File: src/sv/mclw_pkg.sv
package mclw_pkg;

    localparam int NUM_CPUS   = 8;
    localparam int CPU_W      = 3;
    localparam int TIME_W     = 32;
    localparam int TASK_W     = 22;
    localparam int THRESH_W   = 6;
    localparam int CFG_IDX_W  = 2;
    localparam int CFG_DATA_W = 6;

    // Every third tick of a CPU checks its neighbour.
    localparam int TICK_PERIOD = 3;
    localparam int PHASE_W     = 2;

    localparam logic [THRESH_W-1:0] THRESH_RESET = 6'd10;

    typedef logic [CPU_W-1:0]  cpu_t;
    typedef logic [TIME_W-1:0] stamp_t;
    typedef logic [TASK_W-1:0] task_t;

    typedef enum logic [2:0] {
        FN_TICK       = 3'd0,
        FN_SOFT_TOUCH = 3'd1,
        FN_TOUCH_ALL  = 3'd2,
        FN_NMI_TOUCH  = 3'd3,
        FN_THREAD_RUN = 3'd4,
        FN_ONLINE     = 3'd5,
        FN_OFFLINE    = 3'd6
    } func_t;

    typedef enum logic [CFG_IDX_W-1:0] {
        CFG_THRESHOLD     = 2'd0,
        CFG_SOFT_PANIC    = 2'd1,
        CFG_HARD_PANIC    = 2'd2,
        CFG_BACKTRACE_ALL = 2'd3
    } cfg_idx_t;

    typedef struct packed {
        logic [2:0] func;
        cpu_t       cpu_index;
        stamp_t     now_seconds;
        task_t      task_id;
        logic       guest_paused;
    } item_t;

    typedef struct packed {
        logic [THRESH_W-1:0] threshold;
        logic                soft_panic_en;
        logic                hard_panic_en;
        logic                backtrace_all_en;
    } cfg_t;

    typedef struct packed {
        logic   hard_lockup;
        cpu_t   hard_cpu;
        logic   hard_panic;
        logic   soft_lockup;
        stamp_t soft_duration;
        logic   soft_panic;
        logic   backtrace_all;
    } result_t;

    typedef struct packed {
        logic found;
        cpu_t idx;
    } nb_t;

    // Next online CPU after c, wrapping, excluding c itself.
    function automatic nb_t next_online(input logic [NUM_CPUS-1:0] mask, input cpu_t c);
        nb_t               nb;
        logic [CPU_W:0]    k;
        nb.found = 1'b0;
        nb.idx   = '0;
        // Walk from the farthest neighbour down so the nearest one wins.
        for (int i = NUM_CPUS - 1; i >= 1; i--) begin
            k = {1'b0, c} + (CPU_W + 1)'(i);
            if (k >= (CPU_W + 1)'(NUM_CPUS)) begin
                k = k - (CPU_W + 1)'(NUM_CPUS);
            end
            if (mask[k[CPU_W-1:0]]) begin
                nb.found = 1'b1;
                nb.idx   = k[CPU_W-1:0];
            end
        end
        return nb;
    endfunction

endpackage

File: src/sv/multi_cpu_lockup_watchdog.sv
// Each accepted event is captured in the input register; its result is registered in the
// result register when the output register is free, not while a stalled result holds it.
// Throughput: one event per cycle while in_stall is low; the per-CPU state is read and updated
// in one pass between the input register and the result register.
// Reset (rst_n, asynchronous, active low) clears all per-CPU state, marks every CPU
// offline, clears the panic and backtrace enables and sets the threshold to 10 seconds.
module multi_cpu_lockup_watchdog (
    input  logic                           clk,
    input  logic                           rst_n,
    input  logic                           in_valid,
    output logic                           in_stall,
    input  logic [2:0]                     func,
    input  mclw_pkg::cpu_t                 cpu_index,
    input  mclw_pkg::stamp_t               now_seconds,
    input  mclw_pkg::task_t                task_id,
    input  logic                           guest_paused,
    output logic                           out_valid,
    input  logic                           out_stall,
    output logic                           hard_lockup,
    output mclw_pkg::cpu_t                 hard_cpu,
    output logic                           hard_panic,
    output logic                           soft_lockup,
    output mclw_pkg::stamp_t               soft_duration,
    output logic                           soft_panic,
    output logic                           backtrace_all,
    input  logic                           cfg_we,
    input  logic [mclw_pkg::CFG_IDX_W-1:0] cfg_index,
    input  logic [mclw_pkg::CFG_DATA_W-1:0] cfg_data
);
    import mclw_pkg::*;

    cfg_t    cfg_reg, cfg_next;
    logic    s1_valid_reg, s1_valid_next;
    item_t   item_reg;
    logic    o_valid_reg, o_valid_next;
    result_t res_reg;
    result_t result;
    logic    out_free;
    logic    s1_go;
    logic    in_take;

    always_comb
    begin
        cfg_next = cfg_reg;
        if (cfg_we) begin
            case (cfg_idx_t'(cfg_index))
                CFG_THRESHOLD:     cfg_next.threshold        = cfg_data[THRESH_W-1:0];
                CFG_SOFT_PANIC:    cfg_next.soft_panic_en    = cfg_data[0];
                CFG_HARD_PANIC:    cfg_next.hard_panic_en    = cfg_data[0];
                CFG_BACKTRACE_ALL: cfg_next.backtrace_all_en = cfg_data[0];
                default:           cfg_next = cfg_reg;
            endcase
        end
    end

    // The input register takes a transaction when it is empty or can hand its own
    // transaction on, so it can still take one while a result waits.
    assign out_free = !o_valid_reg || !out_stall;
    assign s1_go    = s1_valid_reg && out_free;
    assign in_stall = s1_valid_reg && !out_free;
    assign in_take  = in_valid && !in_stall;

    always_comb
    begin
        s1_valid_next = s1_valid_reg;
        if (in_take) begin
            s1_valid_next = 1'b1;
        end else if (s1_go) begin
            s1_valid_next = 1'b0;
        end

        o_valid_next = o_valid_reg;
        if (s1_go) begin
            o_valid_next = 1'b1;
        end else if (!out_stall) begin
            o_valid_next = 1'b0;
        end
    end

    mclw_engine u_engine (
        .clk    (clk),
        .rst_n  (rst_n),
        .step   (s1_go),
        .item   (item_reg),
        .cfg    (cfg_reg),
        .result (result)
    );

    always_ff @(posedge clk or negedge rst_n)
    begin
        if (!rst_n) begin
            cfg_reg.threshold        <= THRESH_RESET;
            cfg_reg.soft_panic_en    <= 1'b0;
            cfg_reg.hard_panic_en    <= 1'b0;
            cfg_reg.backtrace_all_en <= 1'b0;
            s1_valid_reg             <= 1'b0;
            o_valid_reg              <= 1'b0;
        end else begin
            cfg_reg      <= cfg_next;
            s1_valid_reg <= s1_valid_next;
            o_valid_reg  <= o_valid_next;
        end
    end

    always_ff @(posedge clk)
    begin
        if (in_take) begin
            item_reg.func         <= func;
            item_reg.cpu_index    <= cpu_index;
            item_reg.now_seconds  <= now_seconds;
            item_reg.task_id      <= task_id;
            item_reg.guest_paused <= guest_paused;
        end
        if (s1_go) begin
            res_reg <= result;
        end
    end

    assign out_valid     = o_valid_reg;
    assign hard_lockup   = res_reg.hard_lockup;
    assign hard_cpu      = res_reg.hard_cpu;
    assign hard_panic    = res_reg.hard_panic;
    assign soft_lockup   = res_reg.soft_lockup;
    assign soft_duration = res_reg.soft_duration;
    assign soft_panic    = res_reg.soft_panic;
    assign backtrace_all = res_reg.backtrace_all;

endmodule

File: src/sv/mclw_engine.sv
module mclw_engine (
    input  logic              clk,
    input  logic              rst_n,
    input  logic              step,
    input  mclw_pkg::item_t   item,
    input  mclw_pkg::cfg_t    cfg,
    output mclw_pkg::result_t result
);
    import mclw_pkg::*;

    stamp_t               soft_stamp_reg [NUM_CPUS];
    stamp_t               soft_stamp_next[NUM_CPUS];
    stamp_t               hard_stamp_reg [NUM_CPUS];
    stamp_t               hard_stamp_next[NUM_CPUS];
    stamp_t               tick_count_reg [NUM_CPUS];
    stamp_t               tick_count_next[NUM_CPUS];
    stamp_t               tick_seen_reg  [NUM_CPUS];
    stamp_t               tick_seen_next [NUM_CPUS];
    logic [PHASE_W-1:0]   tick_phase_reg [NUM_CPUS];
    logic [PHASE_W-1:0]   tick_phase_next[NUM_CPUS];
    task_t                last_task_reg  [NUM_CPUS];
    task_t                last_task_next [NUM_CPUS];
    logic [NUM_CPUS-1:0]  soft_warned_reg, soft_warned_next;
    logic [NUM_CPUS-1:0]  hard_warned_reg, hard_warned_next;
    logic [NUM_CPUS-1:0]  nmi_touched_reg, nmi_touched_next;
    logic [NUM_CPUS-1:0]  online_reg, online_next;

    cpu_t                 c;
    logic                 cpu_ok;
    nb_t                  nb;
    logic [NUM_CPUS-1:0]  seen_eq;
    logic [NUM_CPUS-1:0]  sync_sel;
    logic [8:0]           thresh_x6;
    logic [16:0]          thresh_prod;
    logic [6:0]           hard_thresh;
    logic [6:0]           soft_thresh;
    stamp_t               cnt_c;
    stamp_t               cnt_inc;
    logic [PHASE_W-1:0]   phase_inc;
    logic                 check_due;
    stamp_t               hard_d;
    logic                 hard_old;
    stamp_t               touch;
    stamp_t               soft_d;
    logic                 soft_late;

    assign c      = item.cpu_index;
    assign cpu_ok = int'(item.cpu_index) < NUM_CPUS;
    assign nb     = next_online(online_reg, c);

    // Tick counts are compared lane by lane so only the chosen bit is muxed.
    always_comb
    begin
        for (int k = 0; k < NUM_CPUS; k++) begin
            seen_eq[k] = tick_seen_reg[k] == tick_count_reg[k];
        end
    end

    // floor(6*t/5): 205/1024 is exact for every product below 1024.
    assign thresh_x6   = 9'(cfg.threshold) * 9'd6;
    assign thresh_prod = 17'(thresh_x6) * 17'd205;
    assign hard_thresh = thresh_prod[16:10];
    assign soft_thresh = {1'b0, cfg.threshold} << 1;

    assign cnt_c   = tick_count_reg[c];
    assign cnt_inc = cnt_c + 32'd1;

    // The phase follows the count modulo three, including the wrap to zero.
    always_comb
    begin
        if (cnt_c == '1) begin
            phase_inc = '0;
        end else if (tick_phase_reg[c] == PHASE_W'(TICK_PERIOD - 1)) begin
            phase_inc = '0;
        end else begin
            phase_inc = tick_phase_reg[c] + PHASE_W'(1);
        end
    end
    assign check_due = phase_inc == '0;

    assign hard_d   = item.now_seconds - hard_stamp_reg[nb.idx];
    assign hard_old = (hard_d != '0) && !hard_d[TIME_W-1] && (hard_d >= 32'(hard_thresh));

    assign touch     = soft_stamp_reg[c];
    assign soft_d    = item.now_seconds - (touch + 32'(soft_thresh));
    assign soft_late = (soft_d != '0) && !soft_d[TIME_W-1];

    always_comb
    begin
        soft_stamp_next  = soft_stamp_reg;
        hard_stamp_next  = hard_stamp_reg;
        tick_count_next  = tick_count_reg;
        tick_phase_next  = tick_phase_reg;
        last_task_next   = last_task_reg;
        soft_warned_next = soft_warned_reg;
        hard_warned_next = hard_warned_reg;
        nmi_touched_next = nmi_touched_reg;
        online_next      = online_reg;
        sync_sel         = '0;
        result           = '0;

        if (step && cpu_ok) begin
            case (item.func)
                FN_TICK:
                begin
                    tick_count_next[c] = cnt_inc;
                    tick_phase_next[c] = phase_inc;
                    if (cfg.threshold != '0) begin
                        if (check_due && nb.found) begin
                            if (nmi_touched_reg[nb.idx]) begin
                                nmi_touched_next[nb.idx] = 1'b0;
                            end else if (seen_eq[nb.idx] && hard_old) begin
                                if (!hard_warned_reg[nb.idx]) begin
                                    result.hard_lockup       = 1'b1;
                                    result.hard_cpu          = nb.idx;
                                    result.hard_panic        = cfg.hard_panic_en;
                                    hard_warned_next[nb.idx] = 1'b1;
                                end
                            end else begin
                                hard_warned_next[nb.idx] = 1'b0;
                                sync_sel[nb.idx]         = 1'b1;
                            end
                        end
                        // A zero soft stamp means freshly touched: restamp instead of checking.
                        if (touch == '0) begin
                            soft_stamp_next[c] = item.now_seconds;
                            hard_stamp_next[c] = item.now_seconds;
                        end else if (soft_late) begin
                            if (!item.guest_paused) begin
                                if (soft_warned_reg[c]) begin
                                    if (last_task_reg[c] != item.task_id) begin
                                        soft_warned_next[c] = 1'b0;
                                        soft_stamp_next[c]  = item.now_seconds;
                                        hard_stamp_next[c]  = item.now_seconds;
                                    end
                                end else begin
                                    last_task_next[c]    = item.task_id;
                                    result.soft_lockup   = 1'b1;
                                    result.soft_duration = item.now_seconds - touch;
                                    result.soft_panic    = cfg.soft_panic_en;
                                    result.backtrace_all = cfg.backtrace_all_en;
                                    soft_warned_next[c]  = 1'b1;
                                end
                            end
                        end else begin
                            soft_warned_next[c] = 1'b0;
                        end
                    end
                end
                FN_SOFT_TOUCH:
                begin
                    soft_stamp_next[c] = '0;
                end
                FN_TOUCH_ALL:
                begin
                    for (int k = 0; k < NUM_CPUS; k++) begin
                        if (online_reg[k]) begin
                            soft_stamp_next[k] = '0;
                        end
                    end
                end
                FN_NMI_TOUCH:
                begin
                    nmi_touched_next[c] = 1'b1;
                    soft_stamp_next[c]  = '0;
                end
                FN_THREAD_RUN:
                begin
                    soft_stamp_next[c] = item.now_seconds;
                    hard_stamp_next[c] = item.now_seconds;
                end
                FN_ONLINE:
                begin
                    nmi_touched_next[c] = 1'b1;
                    online_next[c]      = 1'b1;
                    soft_stamp_next[c]  = item.now_seconds;
                    hard_stamp_next[c]  = item.now_seconds;
                end
                FN_OFFLINE:
                begin
                    if (nb.found) begin
                        nmi_touched_next[nb.idx] = 1'b1;
                    end
                    online_next[c] = 1'b0;
                end
                default:
                begin
                end
            endcase
        end
    end

    // Each lane snapshots its own tick count when its hard check passes.
    always_comb
    begin
        tick_seen_next = tick_seen_reg;
        for (int k = 0; k < NUM_CPUS; k++) begin
            if (sync_sel[k]) begin
                tick_seen_next[k] = tick_count_reg[k];
            end
        end
    end

    always_ff @(posedge clk or negedge rst_n)
    begin
        if (!rst_n) begin
            for (int k = 0; k < NUM_CPUS; k++) begin
                soft_stamp_reg[k] <= '0;
                hard_stamp_reg[k] <= '0;
                tick_count_reg[k] <= '0;
                tick_seen_reg[k]  <= '0;
                tick_phase_reg[k] <= '0;
                last_task_reg[k]  <= '0;
            end
            soft_warned_reg <= '0;
            hard_warned_reg <= '0;
            nmi_touched_reg <= '0;
            online_reg      <= '0;
        end else if (step) begin
            soft_stamp_reg  <= soft_stamp_next;
            hard_stamp_reg  <= hard_stamp_next;
            tick_count_reg  <= tick_count_next;
            tick_seen_reg   <= tick_seen_next;
            tick_phase_reg  <= tick_phase_next;
            last_task_reg   <= last_task_next;
            soft_warned_reg <= soft_warned_next;
            hard_warned_reg <= hard_warned_next;
            nmi_touched_reg <= nmi_touched_next;
            online_reg      <= online_next;
        end
    end

endmodule

File: config.mk
export PLATFORM = sky130hd
export DESIGN_NAME = multi_cpu_lockup_watchdog
export DESIGN_NICKNAME = d
export VERILOG_FILES = /design/src/sv/mclw_pkg.sv /design/src/sv/multi_cpu_lockup_watchdog.sv /design/src/sv/mclw_engine.sv
export SDC_FILE = /design/constraint.sdc
export NUM_CORES = 2
export LEC_CHECK = 0
export BUFFER_PORTS_ARGS = -buffer_cell sky130_fd_sc_hd__buf_2
export CAP_MARGIN = 20
export CORE_MARGIN = 4
export CORE_UTILIZATION = 57
export CTS_CLUSTER_SIZE = 16
export DETAILED_ROUTE_END_ITERATION = 8
export MAX_ROUTING_LAYER = met4
export PLACE_DENSITY = 0.88
export SLEW_MARGIN = 20
export SYNTH_ARGS = -nofsm -noshare
export SYNTH_HDL_FRONTEND = slang
export SYNTH_SLANG_ARGS = --single-unit
File: constraint.sdc
create_clock -name clk -period 11.11 [get_ports clk]
set_input_delay 0.5555 -clock clk [delete_from_list [all_inputs] [get_ports clk]]
set_output_delay 0.5555 -clock clk [all_outputs]
set_load 0.02 [all_outputs]
==> run_summary.xml <==
<?xml version="1.0" encoding="UTF-8"?>
<metrics>
  <group name="critical_path">
    <metric name="reg2reg_setup_slack" unit="ns">0.86</metric>
    <metric name="r2r_cells" unit="">28</metric>
    <metric name="critical-path-top-cell-by-count" unit="">buf_4</metric>
    <metric name="cp.arrival" unit="ns">10.92</metric>
    <metric name="crit_slowest_cell" unit="">nor3b_2</metric>
    <metric name="worst_setup_path_end_kind" unit="">flip-flop</metric>
    <metric name="worstReg2RegStart" unit="">item_reg[55]</metric>
    <metric name="capturing_point_of_the_worst_reg2reg_path" unit="">u_engine.tick_seen_reg[18]</metric>
    <metric name="timing.critical_path.fanout_max" unit="">44</metric>
    <metric name="critical_path_rt" unit="ns">11.78</metric>
    <metric name="cp-startpoint" unit="">item_reg[55]</metric>
    <metric name="critical_path_class" unit="">flip-flop to flip-flop</metric>
    <metric name="cp_slowest_stage_delay" unit="ns">0.91</metric>
    <metric name="start_kind" unit="">flip-flop</metric>
  </group>
  <group name="timing">
    <metric name="timing.slew.headroom" unit="%">17.5</metric>
    <metric name="tightestPinTransition" unit="ns">1.23</metric>
    <metric name="period_share" unit="%">92.2</metric>
    <metric name="hold_violations" unit="">0</metric>
    <metric name="fmax" unit="MHz">97.6</metric>
    <metric name="final-max-slew-violation-count" unit="">0</metric>
    <metric name="unrepaired_setup_endpoints_after_global_routing" unit="">false</metric>
    <metric name="finalCriticalPeriod" unit="ns">10.25</metric>
    <metric name="finClkSkew" unit="ns">0.0688</metric>
    <metric name="timing.final.setup_violations" unit="">0</metric>
    <metric name="final.setup.tns" unit="ns">0</metric>
  </group>
  <group name="layout">
    <metric name="ff_latch_area" unit="µm²">34500</metric>
    <metric name="post_route_cells_drive_above_1_share" unit="%">27.5</metric>
    <metric name="layout.nets" unit="">5746</metric>
    <metric name="multi_input_area" unit="µm²">32400</metric>
    <metric name="area.growth.synth_to_final" unit="%">10.6</metric>
    <metric name="final_cell_area_excluding_filler_cells" unit="µm²">76500</metric>
    <metric name="nFillCells" unit="">8408</metric>
  </group>
  <group name="clock_network">
    <metric name="clk_transition_reported_paths" unit="ns">0.06</metric>
    <metric name="htree_num_levels" unit="">4</metric>
    <metric name="ctsLongestPathBuffers" unit="">3</metric>
    <metric name="cts-buffers-inserted" unit="">139</metric>
    <metric name="cts.repair_timing.setup_buffer_count" unit="">0</metric>
    <metric name="insertion_delay" unit="ns">0.80</metric>
    <metric name="ctsRootBufferMaster" unit="">clkbuf_16</metric>
    <metric name="cts_tree" unit="">built</metric>
    <metric name="numClockSinks" unit="">1360</metric>
  </group>
  <group name="synth">
    <metric name="seq_area_frac_synth" unit="%">50.0</metric>
    <metric name="synth_edf_count" unit="">101</metric>
    <metric name="postSynthAreaPerCell" unit="µm²">12.9</metric>
    <metric name="synth.area.top_cells" unit="">dfrtp_1 46%, mux2_2 14%, mux4_2 6.3%</metric>
    <metric name="synthCells" unit="">5367</metric>
    <metric name="synth_largest_type_area_fraction" unit="%">45.5</metric>
    <metric name="synth-seq-cells" unit="">1360</metric>
    <metric name="synth_cell_types" unit="">87</metric>
    <metric name="async_flop_share" unit="%">92.6</metric>
    <metric name="yosysWarningCount" unit="">0</metric>
    <metric name="synth.cells.most_frequent" unit="">1,257 x dfrtp_1, 854 x mux2_2, 276 x xnor2_1, 270 x nand2_1, 259 x a22o_1</metric>
    <metric name="syn-num-nets" unit="">5643</metric>
    <metric name="yosysMostFrequentCell" unit="">dfrtp_1</metric>
    <metric name="synthesis.area" unit="µm²">69100</metric>
    <metric name="cell_type_contributing_the_most_total_cell_area_after_synthesis" unit="">dfrtp_1</metric>
    <metric name="dominantRegCellSynth" unit="">dfrtp_1</metric>
  </group>
  <group name="drt">
    <metric name="drt-initial-drc-count" unit="">4754</metric>
    <metric name="wl" unit="µm">190000</metric>
    <metric name="vias_per_cell" unit="">6.63</metric>
    <metric name="drc" unit="">0</metric>
    <metric name="drt-wirelength-per-cell" unit="µm">26.4</metric>
    <metric name="residual_antenna_violating_net_count_after_detailed_routing" unit="">0</metric>
    <metric name="drt_pre_antenna_iters" unit="">6</metric>
    <metric name="vias" unit="">47700</metric>
  </group>
  <group name="grt">
    <metric name="grt_pass1_wl" unit="µm">295000</metric>
    <metric name="grt_pass1_vias" unit="">49700</metric>
    <metric name="grt.total_usage" unit="%">30.9</metric>
    <metric name="grt_max_degree" unit="">177</metric>
    <metric name="grt_antenna_before_repair" unit="">3</metric>
    <metric name="grt_overflow_total" unit="">0</metric>
  </group>
  <group name="pwr">
    <metric name="vdd_ir_drop_max" unit="V">0.000332</metric>
    <metric name="cellPowerDensity" unit="nW/µm²">220</metric>
    <metric name="post-layout-total-power" unit="µW">16800</metric>
    <metric name="leak" unit="µW">0.0360</metric>
  </group>
  <group name="min_path">
    <metric name="worstHoldPathType" unit="">primary input to flip-flop</metric>
    <metric name="hold-path-endpoint" unit="">cfg_reg[0]</metric>
    <metric name="min_path_cells" unit="">2</metric>
    <metric name="hp-start" unit="">cfg_data[0]</metric>
  </group>
  <group name="placement">
    <metric name="hpwl" unit="µm">118000</metric>
    <metric name="placement.cell_area" unit="µm²">71100</metric>
    <metric name="place_congestion" unit="">0.942</metric>
    <metric name="buffer_ports.inserted" unit="">115</metric>
  </group>
  <group name="status">
    <metric name="result_of_the_run" unit="">complete, no violations</metric>
  </group>
  <group name="floorplan">
    <metric name="die_area" unit="µm²">127000</metric>
    <metric name="start_util" unit="%">57.5</metric>
    <metric name="row_count" unit="">127</metric>
    <metric name="design.portCount" unit="">116</metric>
    <metric name="floorplan.die.width" unit="µm">356</metric>
    <metric name="die_height" unit="µm">356</metric>
    <metric name="core-area" unit="µm²">120000</metric>
  </group>
  <group name="job">
    <metric name="cap_violations" unit="">0</metric>
  </group>
</metrics>
-- metrics by stage --
| step | std cells | hold slack (ns) | setup slack (ns) | util, % |
|---|---|---|---|---|
| 2_1_floorplan | 5367 | 0.260 | 0.505 | - |
| 3_3_place_gp | 6881 | 0.457 | 1.32 | 59.2 |
| 3_5_place_dp | 6881 | 0.469 | 1.18 | 59.2 |
| 4_1_cts | 7188 | 0.00311 | 1.12 | 63.6 |
| 5_1_grt | 7191 | 0.0175 | 0.196 | 63.7 |
| 6_report | 7191 | 0.0533 | 0.862 | 63.7 |
-- critical path: cells and delay by family, from the launching register on --
family                   cells  cell delay, ns
buffers and inverters        4            2.09
flip-flops                   1            0.35
adder cells (fa/ha/maj)      1            0.31
multiplexers                 4            1.56
AND/OR/NAND/NOR              9            2.71
AO/OA/AOI/OAI               10            2.97
-- layout make-up --
cell class / instances / share of cell area [%]
clock buffer: 197 / 5.19
clock inverter: 50 / 0.988
multi-input combinational: 3499 / 42.3
antenna: 3 / 0.00982
inverter: 183 / 0.901
tap: 1612 / 2.64
timing repair buffer: 287 / 2.76
sequential: 1360 / 45.2
-- metal layers --
metal,part of all wire [%],GRT usage (%),vias up
li1,-,-,19900
met1,39,39.1,24600
met2,47,47.1,2615
met3,9.0,6.78,571
met4,5.8,16.0,0
met5,0,-,-
-- cells in the final DEF, fill, tap and decap left out, drive strengths merged, types with 20 or more instances in the layout --
master       netlist  layout
and3              23      23
and2              39      39
nor2b             24      24
fa                20      20
o21a              20      20
buf              167     227
edfxtp           101     101
nand3             55      55
clkbuf           158     197
dlygate4sd3        0      60
o22ai             54      54
clkinv             0      32
xnor2            276     276
nor2             157     157
o21ai            102     102
mux2i             90      90
a21oi            132     132
mux2             951     951
mux4             194     194
dfrtp           1257    1257
nand2b            24      24
ha               182     182
a22o             259     259
inv              183     192
o211ai            32      32
nor3              84      84
nor4              58      58
xor2              98      98
nand2            270     270
a21o              39      39
a31oi             22      22
nand4             71      71
-- repair_timing --
item                                   in CTS  in global routing
endpoints found under the hold margin     188                  0
hold buffers                               60                  0
resized for setup                           0                  0
-- cell families (layout without fill, tap and decap cells) --
family                     Yosys count  after routing  share of synthesized area [%]
DFF                               1360           1360                           50.0
muxes                             1235           1235                           23.1
and+or+nand+nor                    868            868                           6.34
AOI/OAI and AO/OA                  819            819                           8.63
buffers and inverters              508            717                           3.29
xor gates and xnor gates           375            375                           4.77
adders and majority gates          202            202                           3.87
other                                0              3                              0
-- report_power, final --
| part | switching [µW] | leakage [µW] | internal [µW] |
|---|---|---|---|
| registers | 403 | 0.0180 | 5610 |
| logic | 3410 | 0.0157 | 2580 |
| clock network | 2100 | 0.00230 | 2730 |
| total | 5920 | 0.0360 | 10900 |
-- worst max-delay path by stage --
stage | end | slack [ns] | cells past startpoint
4_1_cts | u_engine.tick_seen_reg[12] | 1.12 | 28
2_1_floorplan | u_engine.tick_seen_reg[23] | 0.51 | 38
3_3_place_gp | u_engine.tick_seen_reg[13] | 1.32 | 28
5_1_grt | u_engine.tick_seen_reg[1] | 0.20 | 27
6_report | u_engine.tick_seen_reg[18] | 0.86 | 28
3_5_place_dp | u_engine.tick_seen_reg[9] | 1.18 | 28
Power figures use the tool's default switching activity.
